==> src/hw/rtl/i2da_pkg.sv <==
// Shared types, constants and helper functions for the integer to decimal ASCII converter.
// Used by every module of the block; depends on nothing else.
package i2da_pkg;

  localparam int MAX_DIGITS  = 20;
  localparam int VALUE_W     = 64;
  localparam int NUM_BCD     = 20;
  localparam int BCD_W       = NUM_BCD * 4;
  localparam int BCD_IDX_W   = $clog2(BCD_W);
  localparam int CNT_W       = 5;
  localparam int CHAR_W      = 8;
  localparam int STEP_BITS   = 4;
  localparam int NUM_STEPS   = VALUE_W / STEP_BITS;
  localparam int STEP_CNT_W  = $clog2(NUM_STEPS);
  localparam int DEST_LEN_W  = 8;
  localparam int SRC_BITS_W  = 7;
  localparam int APB_ADDR_W  = 3;
  localparam int APB_DATA_W  = 32;

  localparam logic [DEST_LEN_W-1:0] DEST_LEN_RESET = 8'd21;
  localparam logic [SRC_BITS_W-1:0] SRC_BITS_RESET = 7'd64;
  localparam logic [CHAR_W-1:0]     ASCII_ZERO     = 8'h30;

  localparam logic [SRC_BITS_W-1:0] SRC_W8  = 7'd8;
  localparam logic [SRC_BITS_W-1:0] SRC_W10 = 7'd10;
  localparam logic [SRC_BITS_W-1:0] SRC_W13 = 7'd13;
  localparam logic [SRC_BITS_W-1:0] SRC_W16 = 7'd16;
  localparam logic [SRC_BITS_W-1:0] SRC_W32 = 7'd32;
  localparam logic [SRC_BITS_W-1:0] SRC_W64 = 7'd64;

  localparam logic REG_DEST_LEN = 1'b0;
  localparam logic REG_SRC_BITS = 1'b1;

  typedef enum logic [1:0] {
    WSEL_8,
    WSEL_16,
    WSEL_32,
    WSEL_64
  } wsel_t;

  typedef struct packed {
    logic             err;
    wsel_t            wsel;
    logic [CNT_W-1:0] limit;
  } cfg_t;

  typedef enum logic [2:0] {
    S_IDLE,
    S_CONV,
    S_COUNT,
    S_EMIT,
    S_ERR
  } state_t;

  typedef struct packed {
    logic load;
    logic step;
    logic count;
    logic emit;
    logic err;
  } cmd_t;

  typedef struct packed {
    logic out_free;
    logic last_digit;
  } stat_t;

  function automatic cfg_t cfg_decode(input logic [DEST_LEN_W-1:0] dest_len,
                                      input logic [SRC_BITS_W-1:0] src_bits);
    cfg_t                  c;
    logic [DEST_LEN_W-1:0] dm1;
    c.err  = 1'b0;
    c.wsel = WSEL_64;
    unique case (src_bits) inside
      SRC_W8:                    c.wsel = WSEL_8;
      SRC_W10, SRC_W13, SRC_W16: c.wsel = WSEL_16;
      SRC_W32:                   c.wsel = WSEL_32;
      SRC_W64:                   c.wsel = WSEL_64;
      default:                   c.err  = 1'b1;
    endcase
    if (dest_len < 8'd2) begin
      c.err = 1'b1;
    end
    dm1 = dest_len - 8'd1;
    if (dm1 > DEST_LEN_W'(MAX_DIGITS)) begin
      c.limit = CNT_W'(MAX_DIGITS);
    end else begin
      c.limit = dm1[CNT_W-1:0];
    end
    return c;
  endfunction

  function automatic logic [VALUE_W-1:0] mask_value(input logic [VALUE_W-1:0] v,
                                                    input wsel_t w);
    logic [VALUE_W-1:0] m;
    unique case (w)
      WSEL_8:  m = {{(VALUE_W-8){1'b0}}, v[7:0]};
      WSEL_16: m = {{(VALUE_W-16){1'b0}}, v[15:0]};
      WSEL_32: m = {{(VALUE_W-32){1'b0}}, v[31:0]};
      default: m = v;
    endcase
    return m;
  endfunction

endpackage

==> src/hw/rtl/i2da_regs.sv <==
// Configuration registers with their APB-style access port and the decode of their settings.
// Depends on i2da_pkg.
module i2da_regs import i2da_pkg::*; (
  input  logic                  clk,
  input  logic                  rst_n,
  input  logic                  cfg_psel,
  input  logic                  cfg_penable,
  input  logic                  cfg_pwrite,
  input  logic [APB_ADDR_W-1:0] cfg_paddr,
  input  logic [APB_DATA_W-1:0] cfg_pwdata,
  output logic [APB_DATA_W-1:0] cfg_prdata,
  output logic                  cfg_pready,
  output cfg_t                  cfg
);

  logic [DEST_LEN_W-1:0] dest_len_r, dest_len_nxt;
  logic [SRC_BITS_W-1:0] src_bits_r, src_bits_nxt;
  logic                  wr_en;

  assign cfg_pready = 1'b1;
  assign wr_en      = cfg_psel & cfg_penable & cfg_pwrite & cfg_pready;

  always_comb begin
    dest_len_nxt = dest_len_r;
    src_bits_nxt = src_bits_r;
    if (wr_en) begin
      unique case (cfg_paddr[2])
        REG_DEST_LEN: dest_len_nxt = cfg_pwdata[DEST_LEN_W-1:0];
        REG_SRC_BITS: src_bits_nxt = cfg_pwdata[SRC_BITS_W-1:0];
        default:      dest_len_nxt = dest_len_r;
      endcase
    end
  end

  always_ff @(posedge clk) begin
    if (!rst_n) begin
      dest_len_r <= DEST_LEN_RESET;
      src_bits_r <= SRC_BITS_RESET;
    end else begin
      dest_len_r <= dest_len_nxt;
      src_bits_r <= src_bits_nxt;
    end
  end

  always_comb begin
    unique case (cfg_paddr[2])
      REG_SRC_BITS: cfg_prdata = {{(APB_DATA_W-SRC_BITS_W){1'b0}}, src_bits_r};
      default:      cfg_prdata = {{(APB_DATA_W-DEST_LEN_W){1'b0}}, dest_len_r};
    endcase
  end

  assign cfg = cfg_decode(dest_len_r, src_bits_r);

endmodule

==> src/hw/rtl/i2da_ctrl.sv <==
// Controller FSM: sequences load, binary to BCD steps, digit count and digit or error output.
// Depends on i2da_pkg.
module i2da_ctrl import i2da_pkg::*; (
  input  logic  clk,
  input  logic  rst_n,
  input  logic  in_tvalid,
  output logic  in_tready,
  input  logic  cfg_err,
  input  stat_t stat,
  output cmd_t  cmd
);

  state_t                  state_r, state_nxt;
  logic [STEP_CNT_W-1:0]   step_cnt_r, step_cnt_nxt;
  logic                    last_step;

  assign last_step = (step_cnt_r == STEP_CNT_W'(NUM_STEPS - 1));

  always_comb begin
    state_nxt = state_r;
    unique case (state_r)
      S_IDLE: begin
        if (in_tvalid) begin
          state_nxt = cfg_err ? S_ERR : S_CONV;
        end
      end
      S_CONV: begin
        if (last_step) begin
          state_nxt = S_COUNT;
        end
      end
      S_COUNT: state_nxt = S_EMIT;
      S_EMIT: begin
        if (stat.out_free && stat.last_digit) begin
          state_nxt = S_IDLE;
        end
      end
      S_ERR: begin
        if (stat.out_free) begin
          state_nxt = S_IDLE;
        end
      end
      default: state_nxt = S_IDLE;
    endcase
  end

  always_comb begin
    cmd          = '0;
    in_tready    = 1'b0;
    step_cnt_nxt = step_cnt_r;
    unique case (state_r)
      S_IDLE: begin
        in_tready    = 1'b1;
        cmd.load     = in_tvalid & ~cfg_err;
        step_cnt_nxt = '0;
      end
      S_CONV: begin
        cmd.step     = 1'b1;
        step_cnt_nxt = step_cnt_r + 1'b1;
      end
      S_COUNT: cmd.count = 1'b1;
      S_EMIT:  cmd.emit  = stat.out_free;
      S_ERR:   cmd.err   = stat.out_free;
      default: cmd       = '0;
    endcase
  end

  always_ff @(posedge clk) begin
    if (!rst_n) begin
      state_r    <= S_IDLE;
      step_cnt_r <= '0;
    end else begin
      state_r    <= state_nxt;
      step_cnt_r <= step_cnt_nxt;
    end
  end

`ifndef SYNTHESIS
  a_conv_exit: assert property (@(posedge clk) disable iff (!rst_n)
    state_r == S_CONV |=> (state_r == S_CONV || state_r == S_COUNT))
    else $error("conversion left to an unexpected state");

  a_count_once: assert property (@(posedge clk) disable iff (!rst_n)
    state_r == S_COUNT |=> state_r == S_EMIT)
    else $error("count state did not lead to digit output");
`endif

endmodule

==> src/hw/rtl/i2da_dp.sv <==
// Datapath: masked value, shift-and-add-3 BCD converter, digit count and output register.
// Depends on i2da_pkg; driven by i2da_ctrl through command and status structs.
module i2da_dp import i2da_pkg::*; (
  input  logic               clk,
  input  logic               rst_n,
  input  cmd_t               cmd,
  output stat_t              stat,
  input  cfg_t               cfg,
  input  logic [VALUE_W-1:0] in_value,
  output logic               out_tvalid,
  input  logic               out_tready,
  output logic [15:0]        out_tdata,
  output logic               out_tlast,
  output logic               out_tuser
);

  logic [VALUE_W-1:0] bin_r, bin_nxt;
  logic [BCD_W-1:0]   bcd_r, bcd_nxt;
  logic [CNT_W-1:0]   ndig_r, idx_r;
  logic [CNT_W-1:0]   nz, total;
  logic               out_valid_r;
  logic [CHAR_W-1:0]  char_r;
  logic               last_r;
  logic [CNT_W-1:0]   cnt_r;
  logic               status_r;
  logic [3:0]         cur_digit;

  always_comb begin
    bin_nxt = bin_r;
    bcd_nxt = bcd_r;
    for (int s = 0; s < STEP_BITS; s++) begin
      for (int i = 0; i < NUM_BCD; i++) begin
        if (bcd_nxt[i*4 +: 4] >= 4'd5) begin
          bcd_nxt[i*4 +: 4] = bcd_nxt[i*4 +: 4] + 4'd3;
        end
      end
      bcd_nxt = {bcd_nxt[BCD_W-2:0], bin_nxt[VALUE_W-1]};
      bin_nxt = {bin_nxt[VALUE_W-2:0], 1'b0};
    end
  end

  always_comb begin
    nz = CNT_W'(1);
    for (int i = 1; i < NUM_BCD; i++) begin
      if (bcd_r[i*4 +: 4] != 4'd0) begin
        nz = CNT_W'(i + 1);
      end
    end
    total = (nz > cfg.limit) ? cfg.limit : nz;
  end

  assign cur_digit       = bcd_r[{idx_r, 2'b00} +: 4];
  assign stat.out_free   = ~out_valid_r | out_tready;
  assign stat.last_digit = (idx_r == '0);

  always_ff @(posedge clk) begin
    if (cmd.load) begin
      bin_r <= mask_value(in_value, cfg.wsel);
      bcd_r <= '0;
    end else if (cmd.step) begin
      bin_r <= bin_nxt;
      bcd_r <= bcd_nxt;
    end
    if (cmd.count) begin
      ndig_r <= total;
      idx_r  <= total - 1'b1;
    end else if (cmd.emit && !stat.last_digit) begin
      idx_r <= idx_r - 1'b1;
    end
    if (cmd.emit) begin
      char_r   <= ASCII_ZERO + {4'd0, cur_digit};
      last_r   <= stat.last_digit;
      cnt_r    <= ndig_r;
      status_r <= 1'b0;
    end else if (cmd.err) begin
      char_r   <= '0;
      last_r   <= 1'b1;
      cnt_r    <= '0;
      status_r <= 1'b1;
    end
  end

  always_ff @(posedge clk) begin
    if (!rst_n) begin
      out_valid_r <= 1'b0;
    end else if (cmd.emit || cmd.err) begin
      out_valid_r <= 1'b1;
    end else if (out_tready) begin
      out_valid_r <= 1'b0;
    end
  end

  assign out_tvalid = out_valid_r;
  assign out_tdata  = {3'd0, cnt_r, char_r};
  assign out_tlast  = last_r;
  assign out_tuser  = status_r;

`ifndef SYNTHESIS
  a_count_range: assert property (@(posedge clk) disable iff (!rst_n)
    cmd.count |=> (ndig_r >= CNT_W'(1) && ndig_r <= CNT_W'(MAX_DIGITS)))
    else $error("digit count out of range");

  a_emit_index: assert property (@(posedge clk) disable iff (!rst_n)
    cmd.emit |-> idx_r < ndig_r)
    else $error("digit index beyond digit count");

  a_err_shape: assert property (@(posedge clk) disable iff (!rst_n)
    out_valid_r && status_r |-> last_r && cnt_r == '0 && char_r == '0)
    else $error("error transaction carries digit data");
`endif

endmodule

==> src/hw/rtl/integer_to_decimal_ascii.sv <==
// Unsigned integer to decimal ASCII converter, top level.
// A value accepted in idle is loaded, converted by 16 passes of a 4-bit shift-and-add-3 BCD
// converter, its digits counted in a count state, and then output one digit per cycle while
// the output is not stalled; a value gives N digits (at most 20). An error transaction is
// output once the output is free. The block takes no new value until the last one is out.
// Reset (synchronous, active low) restores dest_len 21, src_bits 64 and idles the block.
module integer_to_decimal_ascii import i2da_pkg::*; (
  input  logic                  clk,
  input  logic                  rst_n,
  input  logic                  in_tvalid,
  output logic                  in_tready,
  input  logic [63:0]           in_tdata,     // [63:0] value
  output logic                  out_tvalid,
  input  logic                  out_tready,
  output logic [15:0]           out_tdata,    // [7:0] char_out, [12:8] digit_count, [15:13] zero
  output logic                  out_tlast,
  output logic                  out_tuser,    // [0] status
  input  logic                  cfg_psel,
  input  logic                  cfg_penable,
  input  logic                  cfg_pwrite,
  input  logic [APB_ADDR_W-1:0] cfg_paddr,
  input  logic [APB_DATA_W-1:0] cfg_pwdata,
  output logic [APB_DATA_W-1:0] cfg_prdata,
  output logic                  cfg_pready
);

  cfg_t  cfg;
  cmd_t  cmd;
  stat_t stat;

  i2da_regs u_regs (
    .clk         (clk),
    .rst_n       (rst_n),
    .cfg_psel    (cfg_psel),
    .cfg_penable (cfg_penable),
    .cfg_pwrite  (cfg_pwrite),
    .cfg_paddr   (cfg_paddr),
    .cfg_pwdata  (cfg_pwdata),
    .cfg_prdata  (cfg_prdata),
    .cfg_pready  (cfg_pready),
    .cfg         (cfg)
  );

  i2da_ctrl u_ctrl (
    .clk       (clk),
    .rst_n     (rst_n),
    .in_tvalid (in_tvalid),
    .in_tready (in_tready),
    .cfg_err   (cfg.err),
    .stat      (stat),
    .cmd       (cmd)
  );

  i2da_dp u_dp (
    .clk        (clk),
    .rst_n      (rst_n),
    .cmd        (cmd),
    .stat       (stat),
    .cfg        (cfg),
    .in_value   (in_tdata),
    .out_tvalid (out_tvalid),
    .out_tready (out_tready),
    .out_tdata  (out_tdata),
    .out_tlast  (out_tlast),
    .out_tuser  (out_tuser)
  );

endmodule
==> config.mk <==
export PLATFORM = sky130hd
export DESIGN_NAME = integer_to_decimal_ascii
export DESIGN_NICKNAME = d
export VERILOG_FILES = /design/src/hw/rtl/i2da_pkg.sv /design/src/hw/rtl/i2da_regs.sv /design/src/hw/rtl/i2da_ctrl.sv /design/src/hw/rtl/i2da_dp.sv /design/src/hw/rtl/integer_to_decimal_ascii.sv
export SDC_FILE = /design/constraint.sdc
export NUM_CORES = 1
export LEC_CHECK = 0
export BUFFER_PORTS_ARGS = -buffer_cell sky130_fd_sc_hd__buf_2
export CORE_ASPECT_RATIO = 1.2
export CORE_UTILIZATION = 62
export CTS_CLUSTER_DIAMETER = 60
export CTS_CLUSTER_SIZE = 30
export DETAILED_ROUTE_END_ITERATION = 8
export PLACE_DENSITY = 0.85
export SKIP_CTS_REPAIR_TIMING = 1
export SLEW_MARGIN = 20
export SYNTH_ARGS = -nofsm -noshare
export SYNTH_HDL_FRONTEND = slang
export SYNTH_HIERARCHICAL = 1
export SYNTH_SLANG_ARGS = --single-unit
==> constraint.sdc <==
create_clock -name clk -period 5.8 [get_ports clk]
set_clock_uncertainty 0.15 [all_clocks]
set_input_delay 1.16 -clock clk [delete_from_list [all_inputs] [get_ports clk]]
set_output_delay 1.16 -clock clk [all_outputs]
set_load 0.03 [all_outputs]
Yosys cells after proc, flatten, opt, wreduce, memory -nomap -nowiden. Cells that the tools add are included.

Bits of input ports: 106. Output and inout port bits: 53. Word-level logic and storage cells: 373. Register bits: 192.

Muxes and demuxes: 131. Reductions and logical operators: 36. Bitwise gates (word level): 7. Add/sub/neg operators: 85. Equal/unequal tests: 17. $lt $le $gt $ge: 83. Shifts and indexed selects: 1.

Operators with widths (count): 4-bit two-way mux (84); 4-bit by 3-bit >= comparator with 1-bit output (second input constant) (80); 4-bit by 2-bit adder with 4-bit output (second input constant) (76); 64-bit one-hot mux with 3 select lines (1); 64-bit two-way mux (2); 80-bit by 8-bit variable part select with 4-bit output (1); 4-bit nonzero test (19); 5-bit two-way mux (11); 3-bit two-way mux (13); 8-bit two-way mux (3); 7-bit by 4-bit equality test with 1-bit output (second input constant) (3); 3-bit one-hot mux with 5 select lines (1); 3-bit by 2-bit adder with 3-bit output (second input constant) (4); 1-bit two-way mux (12); 2-bit nonzero test (5); 5-bit by 1-bit subtractor with 5-bit output (second input constant) (2); 8-bit by 5-bit > comparator with 1-bit output (second input constant) (1); 8-bit by 2-bit less-than comparator with 1-bit output (second input constant) (1); 4-bit one-hot mux with 2 select lines (1); 8-bit by 1-bit subtractor with 8-bit output (second input constant) (1); 6-bit by 4-bit adder with 7-bit output (first input constant) (1); 7-bit by 5-bit equality test with 1-bit output (second input constant) (1); 7-bit by 6-bit equality test with 1-bit output (second input constant) (1); 7-bit equality test (second input constant) (1); 25 further kinds (35).

Depth between registers and ports, before layout. Gate-level depths: netlist of run 1.

Word-level depth: 24. Gate-level depth with buffers: 24. Gate-level depth less buffers: 24.

Cells and area by module. The synthesis of run 1 kept the hierarchy.

Modules (own cells, without submodules): i2da_dp (cells an instance 2004, area each 17500.5 µm², sequential area each 4194.0 µm², times used 1); i2da_regs (cells an instance 159, area each 1191.1 µm², sequential area each 300.3 µm², times used 1); i2da_ctrl (cells an instance 52, area each 411.6 µm², sequential area each 140.1 µm², times used 1).

Least setup slack after synthesis of run 1. Ideal clock, no wire load.

Path type: register to register. From: reg u_dp.bcd_r[24]. To: reg u_dp.bcd_r[30]. Data arrival time: 4557 ps. Clock period less this slack: 4829 ps. Path buffers: 0. Data required time: 5528 ps. Setup time: 122 ps. Stages on the path, launching flop included: 23. Setup slack: 971 ps. Cells stage by stage: dfxtp_1 inv_1 ha_1 and2b_1 or3_1 and2_4 ha_1 nor2b_1 o211ai_1 a22oi_1 xnor2_2 ha_1 nand2b_1 and2_1 mux2_2 nand2b_1 xor2_1 inv_1 ha_1 nor2b_1 o31a_1 and3_1 a311o_1.

Cells in the longest elaborated chain, start to end: 8. Elaborated cells on any way between the ends: 18. Classes of those cells: add/sub (6); order compare (6); mux (6).

RTL lines: start: declaration (line i2da_dp.sv:18) `logic [BCD_W-1:0] bcd_r, bcd_nxt;`; start signal: assignment (line i2da_dp.sv:62) `bcd_r <= bcd_nxt;`; 4-bit by 2-bit adder with 4-bit output or 4-bit by 3-bit >= comparator with 1-bit output (tied branches) (line i2da_dp.sv:34, i2da_dp.sv:33); 4-bit two-way mux * (line i2da_dp.sv:33) `if (bcd_nxt[i*4 +: 4] >= 4'd5) begin`; 4-bit by 2-bit adder with 4-bit output or 4-bit by 3-bit >= comparator with 1-bit output (tied branches) (line i2da_dp.sv:34, i2da_dp.sv:33); 4-bit two-way mux (line i2da_dp.sv:33); 4-bit by 2-bit adder with 4-bit output or 4-bit by 3-bit >= comparator with 1-bit output (tied branches) (line i2da_dp.sv:34, i2da_dp.sv:33); 4-bit two-way mux (line i2da_dp.sv:33); 4-bit by 2-bit adder with 4-bit output or 4-bit by 3-bit >= comparator with 1-bit output (tied branches) (line i2da_dp.sv:34, i2da_dp.sv:33); 4-bit two-way mux * (line i2da_dp.sv:33).

Mark *: on every way between the ends. The rest lies on a longest branch, timed or not. A chain may end at the register's enable or synchronous reset.

Worst setup path in the final report of run 1.
From: reg u_dp.bcd_r[28]. To: reg u_dp.bcd_r[30].

Cells in the longest elaborated chain, start to end: 8. Elaborated cells on any way between the ends: 12. Classes of those cells: add/sub (4); order compare (4); mux (4).

RTL lines (line): 4-bit by 2-bit adder with 4-bit output or 4-bit by 3-bit >= comparator with 1-bit output (tied branches) (i2da_dp.sv:34, i2da_dp.sv:33); 4-bit two-way mux * (i2da_dp.sv:33); 4-bit by 2-bit adder with 4-bit output or 4-bit by 3-bit >= comparator with 1-bit output (tied branches) (i2da_dp.sv:34, i2da_dp.sv:33); 4-bit two-way mux * (i2da_dp.sv:33); 4-bit by 3-bit >= comparator with 1-bit output or 4-bit by 2-bit adder with 4-bit output (tied branches) (i2da_dp.sv:33, i2da_dp.sv:34); 4-bit two-way mux * (i2da_dp.sv:33); 4-bit by 2-bit adder with 4-bit output or 4-bit by 3-bit >= comparator with 1-bit output (tied branches) (i2da_dp.sv:34, i2da_dp.sv:33); 4-bit two-way mux * (i2da_dp.sv:33).

Marked as above.

==> out/metrics.cfg, run 1 <==
[worst_setup_path]
rr_startpoint = u_dp/bcd_r[28]$_SDFFE_PP0P_
worstReg2RegEnd = u_dp/bcd_r[30]$_SDFFE_PP0P_
critical_path_required_ps = 5990
cp_max_fo = 7
ff2ff_path_depth = 22
worstSetupPathType = flop to flop
worstSetupStartpointType = flop
worstPathCellList = inv_1, ha_1, nor2b_1, o31ai_1, or2_1, ha_1, nor2b_1, o211ai_1, a22oi_1, xnor2_2, ha_1, nand2b_1, nor3b_1, mux2_2, nand2b_1, xor2_1, inv_1, ha_1, nor2b_1, o31a_1, and3_1, a311o_1
cpLargestDelayFamily = simple AND/OR/NAND/NOR gates
rrSetupSlack_ps = 320
cpPeakStageDelay_ps = 440
crit_path_frequent_cell = ha_1
crit_buf_inv = 2
crit_path_end_kind = flop
slowest_stage = dfxtp_1
arrival_ps = 5660

[finish]
antennaDiodeCount = 0
final_common_cell = nand2_1
mostFrequentLayoutCells = nand2_1 (231), ha_1 (171), inv_1 (160)
fin_nets = 2526
area_delta_synth_final_pct = 6.11
drive_above_1_share = 0.141
finalCoreUtilization = 0.667

[clock_network]
cts_tree = built
numCtsBuffers = 17
clkLatencyLatePin_ps = 450
clockBufferDepth = 2
root_buffer = clkbuf_16
numClockSinks = 189
clkTransAtPathRegs_ps = 80
htree_levels = 4

[routing]
firstDrtPassIters = 5
drtIter0Drc = 1064
routed_via_density = 6.48
ant_nets = 0
drc = 0
wire_per_inst_um = 18.2
via_count = 17200
routed_wl_mm = 48.3

[sta]
min_period_ps = 5480
whs_ps = 342
setup-tns-final_ps = 0
fin_ws_ps = 325
drv_slew = 0
max_freq_ghz = 0.183
slew_headroom = 0.256
tightest_slew_ps = 1120
period_share = 0.944
timing.final.hold_violations = 0
rsz0062_at_grt = false
setup_viol_count_final = 0

[placed_design]
dpl.hpwl_mm = 35.4
gp_congestion = 0.899
port-buffer-count = 102
detailedPlace.worstSlack_ps = 430

[synthesis]
synth_ff_type = dfxtp_1
synth_edf_count = 85
synth-async-reset-ratio = 0
yosys_warnings = 6
synth.distinct_cells = 125
yosysSeqAreaShare = 0.243
synth_area_um2 = 19100
synth_seq_cells = 189
synth.avg_cell_area_um2 = 8.62
synthCells = 2215

[floorplanning]
die_height_um = 194
die_area_um2 = 31500
rows = 70
io_pins = 159
core_area_um2 = 30400
initial_core_util = 0.629
dieWidth_um = 162

[min_path]
holdPathEnd = u_dp/bcd_r[0]$_SDFFE_PP0P_
whs_path_depth = 2
min_from = u_dp/bin_r[60]$_DFFE_PP_
hold_path_class = flop to flop

[global_route]
antenna_found_initial = 0
grt_use_total = 0.304
grt_pass1_wl_mm = 78.3
grt-ovfl-total = 0
grt_max_degree = 78
grt_pass1_vias = 16400

[run_status]
run_status = finished clean

[job]
cap_viol_max_count = 0

-- worst register-to-register path: stages, from the launching register on --
cell and delay (ps):
dfxtp_1 440, inv_1 130, ha_1 290, nor2b_1 190, o31ai_1 350, or2_1 200
ha_1 180, nor2b_1 270, o211ai_1 130, a22oi_1 350, xnor2_2 160, ha_1 220
nand2b_1 160, nor3b_1 140, mux2_2 310, nand2b_1 160, xor2_1 230, inv_1 120
ha_1 240, nor2b_1 150, o31a_1 330, and3_1 190, a311o_1 260
-- metrics by stage --
step | area [um2] | instances
after floorplan | 19200 | 2242
after global placement | 19600 | 2626
after detailed placement | 19600 | 2626
after CTS | 20300 | 2658
after global routing | 20300 | 2658
final | 20300 | 2658
-- cell usage after synthesis, drive strengths merged, types with 59 or more instances --
cell type / number / area (um2)
a21oi: 66 / 349
dfxtp: 104 / 2080
buf: 71 / 464
ha: 171 / 2140
nor2: 104 / 390
inv: 182 / 683
mux2i: 75 / 758
and2: 63 / 398
o21ai: 104 / 547
edfxtp: 85 / 2550
nand2: 233 / 877
nand2b: 71 / 447
nand3: 59 / 295
-- final cells by class --
cell class	count	area, um2
repair buffers	113	606
flip-flops and latches	189	4630
well taps	396	495
inverters	183	688
multi-input cells	1745	13200
clock buffers	18	429
clock inverters	14	188
fillers	2456	10100
-- worst max-delay path by stage --
stage                                        endpoint                         from  slack [ps]  cells after the start
after CTS                 u_dp/bcd_r[66]$_SDFFE_PP0P_  u_dp/bcd_r[64]$_SDFFE_PP0P_         390                     21
after detailed placement  u_dp/bcd_r[22]$_SDFFE_PP0P_  u_dp/bcd_r[16]$_SDFFE_PP0P_         430                     24
after global placement    u_dp/bcd_r[22]$_SDFFE_PP0P_  u_dp/bcd_r[16]$_SDFFE_PP0P_         520                     24
after global routing      u_dp/bcd_r[22]$_SDFFE_PP0P_  u_dp/bcd_r[16]$_SDFFE_PP0P_          10                     24
final                     u_dp/bcd_r[30]$_SDFFE_PP0P_  u_dp/bcd_r[28]$_SDFFE_PP0P_         320                     22
after floorplan           u_dp/bcd_r[30]$_SDFFE_PP0P_  u_dp/bcd_r[24]$_SDFFE_PP0P_         970                     22
-- cells by family after synthesis --
group / after synthesis / synth area share
simple gates: 739 / 0.205
xor+xnor: 56 / 0.0265
mux: 136 / 0.0904
other cells: 3 / 0.000589
fa+ha+maj: 171 / 0.112
flops: 189 / 0.243
compound gates: 613 / 0.251
buf+inv: 308 / 0.0721
-- state kept, by name, indices dropped and copies added (netlist names) --
register,flops
u_regs/dest_len_r,8
u_dp/char_r,5
u_dp/ndig_r,5
u_dp/out_tvalid,1
u_dp/bin_r,64
u_ctrl/state_r,3
u_ctrl/step_cnt_r,4
u_dp/bcd_r,80
u_regs/src_bits_r,7
u_dp/idx_r,5
u_dp/out_tlast,1
u_dp/cnt_r,5
u_dp/out_tuser,1
-- metal layers --
layer	vias to the layer above	wire, um	track usage
li1	8190	-	-
met1	8234	19100	0.354
met2	644	23900	0.540
met3	157	3330	0.0494
met4	0	1980	0.138
met5	-	0	0
Power of run 1 is not shown: default switching activity piles up to over one toggle a cycle in this logic, so the estimate is an artifact.
==> inputs of run 2 (changes only) <==
- ABC_CLOCK_PERIOD_IN_PS: unset -> 5800
- MAX_ROUTING_LAYER: unset -> met4
==> out/metrics.cfg, run 2 (synthesis gave the netlist of run 1 again) <==
[finish]
top_regs = u_dp/bcd_r: 80 flops, u_dp/bin_r: 64 flops, u_regs/dest_len_r: 8 flops
fin_nets = 2528  ; +0.079%
final_common_cell = nand2_1
area_delta_synth_final_pct = 6.04  ; about the same
final_cells = 2660  ; +0.075%
top_register = u_dp/bcd_r
mostFrequentLayoutCells = nand2_1 (231), ha_1 (171), inv_1 (160)
drive_above_1_share = 0.141  ; about the same
antennaDiodeCount = 0  ; unchanged
largest_reg_flops = 80  ; unchanged
finalCoreUtilization = 0.667  ; about the same

[worst_setup_path]
arrival_ps = 5610  ; -50 ps
crit_path_end_kind = flop
worstSetupStartpointType = flop
worstSetupPathType = flop to flop
cp_max_fo = 7  ; unchanged
critical_path_required_ps = 5980  ; about the same
rrSetupSlack_ps = 370  ; +40 ps
ff2ff_path_depth = 22  ; unchanged
worstReg2RegEnd = u_dp/bcd_r[30]$_SDFFE_PP0P_
rr_startpoint = u_dp/bcd_r[28]$_SDFFE_PP0P_

[clock_network]
numCtsBuffers = 17  ; unchanged
htree_levels = 4  ; unchanged
numClockSinks = 189  ; unchanged
root_buffer = clkbuf_16
clkLatencyLatePin_ps = 450  ; about the same
clkTransAtPathRegs_ps = 80  ; about the same
cts_tree = built
clockBufferDepth = 2  ; unchanged

[min_path]
min_from = u_dp/out_tuser$_SDFFE_PP0P_
holdPathEnd = u_dp/out_tuser$_SDFFE_PP0P_
hold_path_class = flop to flop
whs_path_depth = 2  ; unchanged

[routing]
drtIter0Drc = 1236  ; +16%
via_count = 17300  ; +0.33%
wire_per_inst_um = 18.2  ; +0.24%
routed_wl_mm = 48.5  ; +0.31%
ant_nets = 0  ; unchanged
routed_via_density = 6.50  ; +0.25%
firstDrtPassIters = 5  ; unchanged
drc = 0  ; unchanged

[sta]
slew_headroom = 0.233  ; -0.0222
tightest_slew_ps = 1130  ; +17.3 ps
setup-tns-final_ps = 0  ; unchanged
max_freq_ghz = 0.184  ; +0.76%
min_period_ps = 5430  ; -41.5 ps
rsz0062_at_grt = true
period_share = 0.937  ; -0.00715
timing.final.hold_violations = 0  ; unchanged
drv_slew = 0  ; unchanged
setup_viol_count_final = 0  ; unchanged

[placed_design]
dpl.hpwl_mm = 35.7  ; +0.88%
gp_congestion = 0.934  ; +3.8%
port-buffer-count = 102  ; unchanged
place_inst = 2628  ; +0.076%

[floorplanning]
die_height_um = 194  ; unchanged
die_area_um2 = 31500  ; unchanged
io_pins = 159  ; unchanged
dieWidth_um = 162  ; unchanged
core_area_um2 = 30400  ; unchanged
rows = 70  ; unchanged
initial_core_util = 0.629  ; unchanged

[global_route]
grt_max_degree = 78  ; unchanged
grt_pass1_wl_mm = 78.6  ; +0.29%
antenna_found_initial = 0  ; unchanged
grt_pass1_vias = 16600  ; +0.86%
grt-ovfl-total = 0  ; unchanged
grt_use_total = 0.313  ; +0.00942

[run_status]
run_status = finished clean

[job]
cap_viol_max_count = 0  ; unchanged

-- run 2: final cells by class --
cell class	instances	area, um2
fillers	2408	10100
repair buffers	115	608
multi-input cells	1745	13200
clock inverters	15	184
inverters	183	688
flip-flops and latches	189	4640
clock buffers	17	425
well taps	396	495
-- run 2: layer usage --
| metal | part of all wire | track usage | vias up |
|---|---|---|---|
| li1 | - | - | 8200 |
| met1 | 0.40 | 0.359 | 8273 |
| met2 | 0.50 | 0.546 | 658 |
| met3 | 0.061 | 0.0402 | 150 |
| met4 | 0.037 | 0.129 | 0 |
| met5 | 0 | - | - |
-- run 2: critical path: stages, from the launching register on --
cell and delay (ps):
dfxtp_1 420, inv_1 120, ha_1 280, nor2b_1 180, o31ai_1 350, or2_1 210
ha_1 170, nor2b_1 260, o211ai_1 130, a22oi_1 370, xnor2_2 160, ha_1 220
nand2b_1 160, nor3b_1 140, mux2_2 300, nand2b_1 160, xor2_1 230, inv_1 120
ha_1 240, nor2b_1 160, o31a_1 340, and3_1 190, a311o_1 260
-- run 2: metrics by stage --
step,hold WS [ps],area (um2),setup slack (ps)
2_1_floorplan,306,19200,971
3_3_place_gp,306,19600,493
3_5_place_dp,314,19600,444
4_1_cts,337,20300,372
5_1_grt,356,20300,-0.258
6_report,337,20300,366
-- run 2: worst max path at each step --
stage,from,endpoint,slack (ps),cells after the start
global placement,u_dp/bcd_r[16]$_SDFFE_PP0P_,u_dp/bcd_r[22]$_SDFFE_PP0P_,490,24
global route,u_dp/bcd_r[1]$_SDFFE_PP0P_,u_dp/bcd_r[2]$_SDFFE_PP0P_,-0.3,20
finish,u_dp/bcd_r[28]$_SDFFE_PP0P_,u_dp/bcd_r[30]$_SDFFE_PP0P_,370,22
detailed placement,u_dp/bcd_r[16]$_SDFFE_PP0P_,u_dp/bcd_r[22]$_SDFFE_PP0P_,440,24
CTS,u_dp/bcd_r[16]$_SDFFE_PP0P_,u_dp/bcd_r[22]$_SDFFE_PP0P_,370,24
floorplan,u_dp/bcd_r[24]$_SDFFE_PP0P_,u_dp/bcd_r[30]$_SDFFE_PP0P_,970,22
Power of run 2 is left out for the same reason.
==> inputs of run 3 (changes only) <==
- CORE_UTILIZATION: 62 -> 35
- PLACE_DENSITY: 0.85 -> 0.54
==> out/metrics.cfg, run 3 (synthesis gave the netlist of run 1 again) <==
[global_route]
grt_max_degree = 73  ; -6.4%
grt-ovfl-total = 0  ; unchanged
grt_pass1_wl_mm = 82.3  ; +4.8%
grt_use_total = 0.188  ; -0.125
grt_pass1_vias = 15900  ; -3.9%
antenna_found_initial = 3  ; +3

[finish]
drive_above_1_share = 0.145  ; +0.00321
top_register = u_dp/bcd_r
design_area_um2 = 20700  ; +2.2%
fin_nets = 2533  ; +0.20%
area_delta_synth_final_pct = 8.40
final_common_cell = nand2_1
mostFrequentLayoutCells = nand2_1 (231), ha_1 (171), inv_1 (160)
largest_reg_flops = 80  ; unchanged
top_regs = u_dp/bcd_r: 80 flops, u_dp/bin_r: 64 flops, u_regs/dest_len_r: 8 flops

[min_path]
whs_path_depth = 2  ; unchanged
hold_path_class = flop to flop
min_from = u_dp/out_tuser$_SDFFE_PP0P_
holdPathEnd = u_dp/out_tuser$_SDFFE_PP0P_

[worst_setup_path]
rrSetupSlack_ps = 480  ; +120 ps
ff2ff_path_depth = 21  ; -4.5%
cp_max_fo = 8  ; +1
crit_path_end_kind = flop
rr_startpoint = u_dp/bcd_r[64]$_SDFFE_PP0P_
worstReg2RegEnd = u_dp/bcd_r[66]$_SDFFE_PP0P_
arrival_ps = 5530  ; -80 ps
cpPeakStageDelay_ps = 490  ; +70 ps
crit_buf_inv = 2  ; unchanged
startpoint = u_dp/bcd_r[64]$_SDFFE_PP0P_
slowest_stage = dfxtp_1
crit_path_frequent_cell = ha_1
worstPathCellList = inv_1, ha_1, nor2b_1, o31ai_1, or2_2, ha_1, nor2b_1, o211ai_1, a22oi_2, xnor2_2, ha_1, nand2b_1, nor3b_1, mux2_2, nor2_1, xnor2_1, inv_1, ha_1, nor2b_1, o31a_1, a311o_1
critical_path_required_ps = 6020  ; +40 ps
worstSetupStartpointType = flop
worstSetupPathType = flop to flop
cpLargestDelayFamily = compound AO/OA/AOI/OAI gates

[run_status]
run_status = finished clean

[placed_design]
port-buffer-count = 102  ; unchanged
gp_congestion = 0.854  ; -8.6%
dpl_cell_area_um2 = 20100  ; +2.2%
dpl.hpwl_mm = 38.9  ; +8.9%

[sta]
min_period_ps = 5320  ; -117 ps
setup_viol_count_final = 0  ; unchanged
rsz0062_at_grt = true
max_freq_ghz = 0.188  ; +2.2%
timing.final.hold_violations = 0  ; unchanged
tightest_slew_ps = 1110  ; -25.6 ps
period_share = 0.917  ; -0.0201
slew_headroom = 0.251  ; +0.0173
drv_slew = 0  ; unchanged

[floorplanning]
rows = 93  ; +33%
initial_core_util = 0.355  ; -0.273
core_area_um2 = 53800  ; +77%
die_height_um = 258  ; +33%
dieWidth_um = 215  ; +33%
die_area_um2 = 55500  ; +76%
io_pins = 159  ; unchanged

[routing]
firstDrtPassIters = 5  ; unchanged
ant_nets = 0  ; unchanged
drtIter0Drc = 907  ; -27%
routed_wl_mm = 51.5  ; +6.2%
via_count = 16600  ; -3.9%
wire_per_inst_um = 17.3  ; -5.3%
routed_via_density = 5.57  ; -14%
drc = 0  ; unchanged

[clock_network]
clockBufferDepth = 2  ; unchanged
cts_tree = built
numCtsBuffers = 17  ; unchanged
root_buffer = clkbuf_16
htree_levels = 4  ; unchanged
clkLatencyLatePin_ps = 470  ; +20 ps
numClockSinks = 189  ; unchanged
clkTransAtPathRegs_ps = 90  ; about the same

[job]
cap_viol_max_count = 0  ; unchanged

==> run 3: worst min-delay path, delay by kind of cell (launching register included) <==
| kind | cells | cell delay, ps |
|---|---|---|
| flops | 1 | 340 |
| simple gates | 2 | 120 |
==> run 3: how the worst max path moves through the flow <==
stage	end	slack, ps	cells past startpoint
floorplan	u_dp/bcd_r[30]$_SDFFE_PP0P_	970	22
global placement	u_dp/bcd_r[66]$_SDFFE_PP0P_	500	21
detailed placement	u_dp/bcd_r[66]$_SDFFE_PP0P_	370	21
CTS	u_dp/bcd_r[66]$_SDFFE_PP0P_	350	21
global route	u_dp/bcd_r[2]$_SDFFE_PP0P_	-20	20
finish	u_dp/bcd_r[66]$_SDFFE_PP0P_	480	21
==> run 3: layout make-up <==
cell class | instances | area (um2)
Clock buffer | 17 | 425
Timing Repair Buffer | 120 | 646
Multi-Input combinational cell | 1745 | 13200
Sequential cell | 189 | 4630
Antenna cell | 3 | 7.51
Clock inverter | 15 | 184
Inverter | 183 | 688
Fill cell | 5456 | 33100
Tap cell | 712 | 891
==> run 3: routing by layer <==
layer | routed length [um] | global-route usage | up-vias | part of all wire
met3 | 2410 | 0.0292 | 66 | 0.047
met2 | 24800 | 0.317 | 356 | 0.48
met5 | 0 | - | - | 0
li1 | - | - | 8214 | -
met4 | 1490 | 0.0699 | 0 | 0.029
met1 | 22800 | 0.226 | 7978 | 0.44
==> run 3: metrics by stage <==
| step | std cells | setup TNS (ps) | hold slack [ps] | setup slack, ps | utilization |
|---|---|---|---|---|---|
| 4_1_cts | 2981 | 0 | 342 | 353 | 0.385 |
| 5_1_grt | 2984 | -35.2 | 381 | -24.1 | 0.385 |
| 2_1_floorplan | 2242 | 0 | 306 | 971 | - |
| 6_report | 2984 | 0 | 331 | 483 | 0.385 |
| 3_3_place_gp | 2949 | 0 | 305 | 503 | 0.373 |
| 3_5_place_dp | 2949 | 0 | 319 | 369 | 0.373 |
Power of run 3 is left out for the same reason.
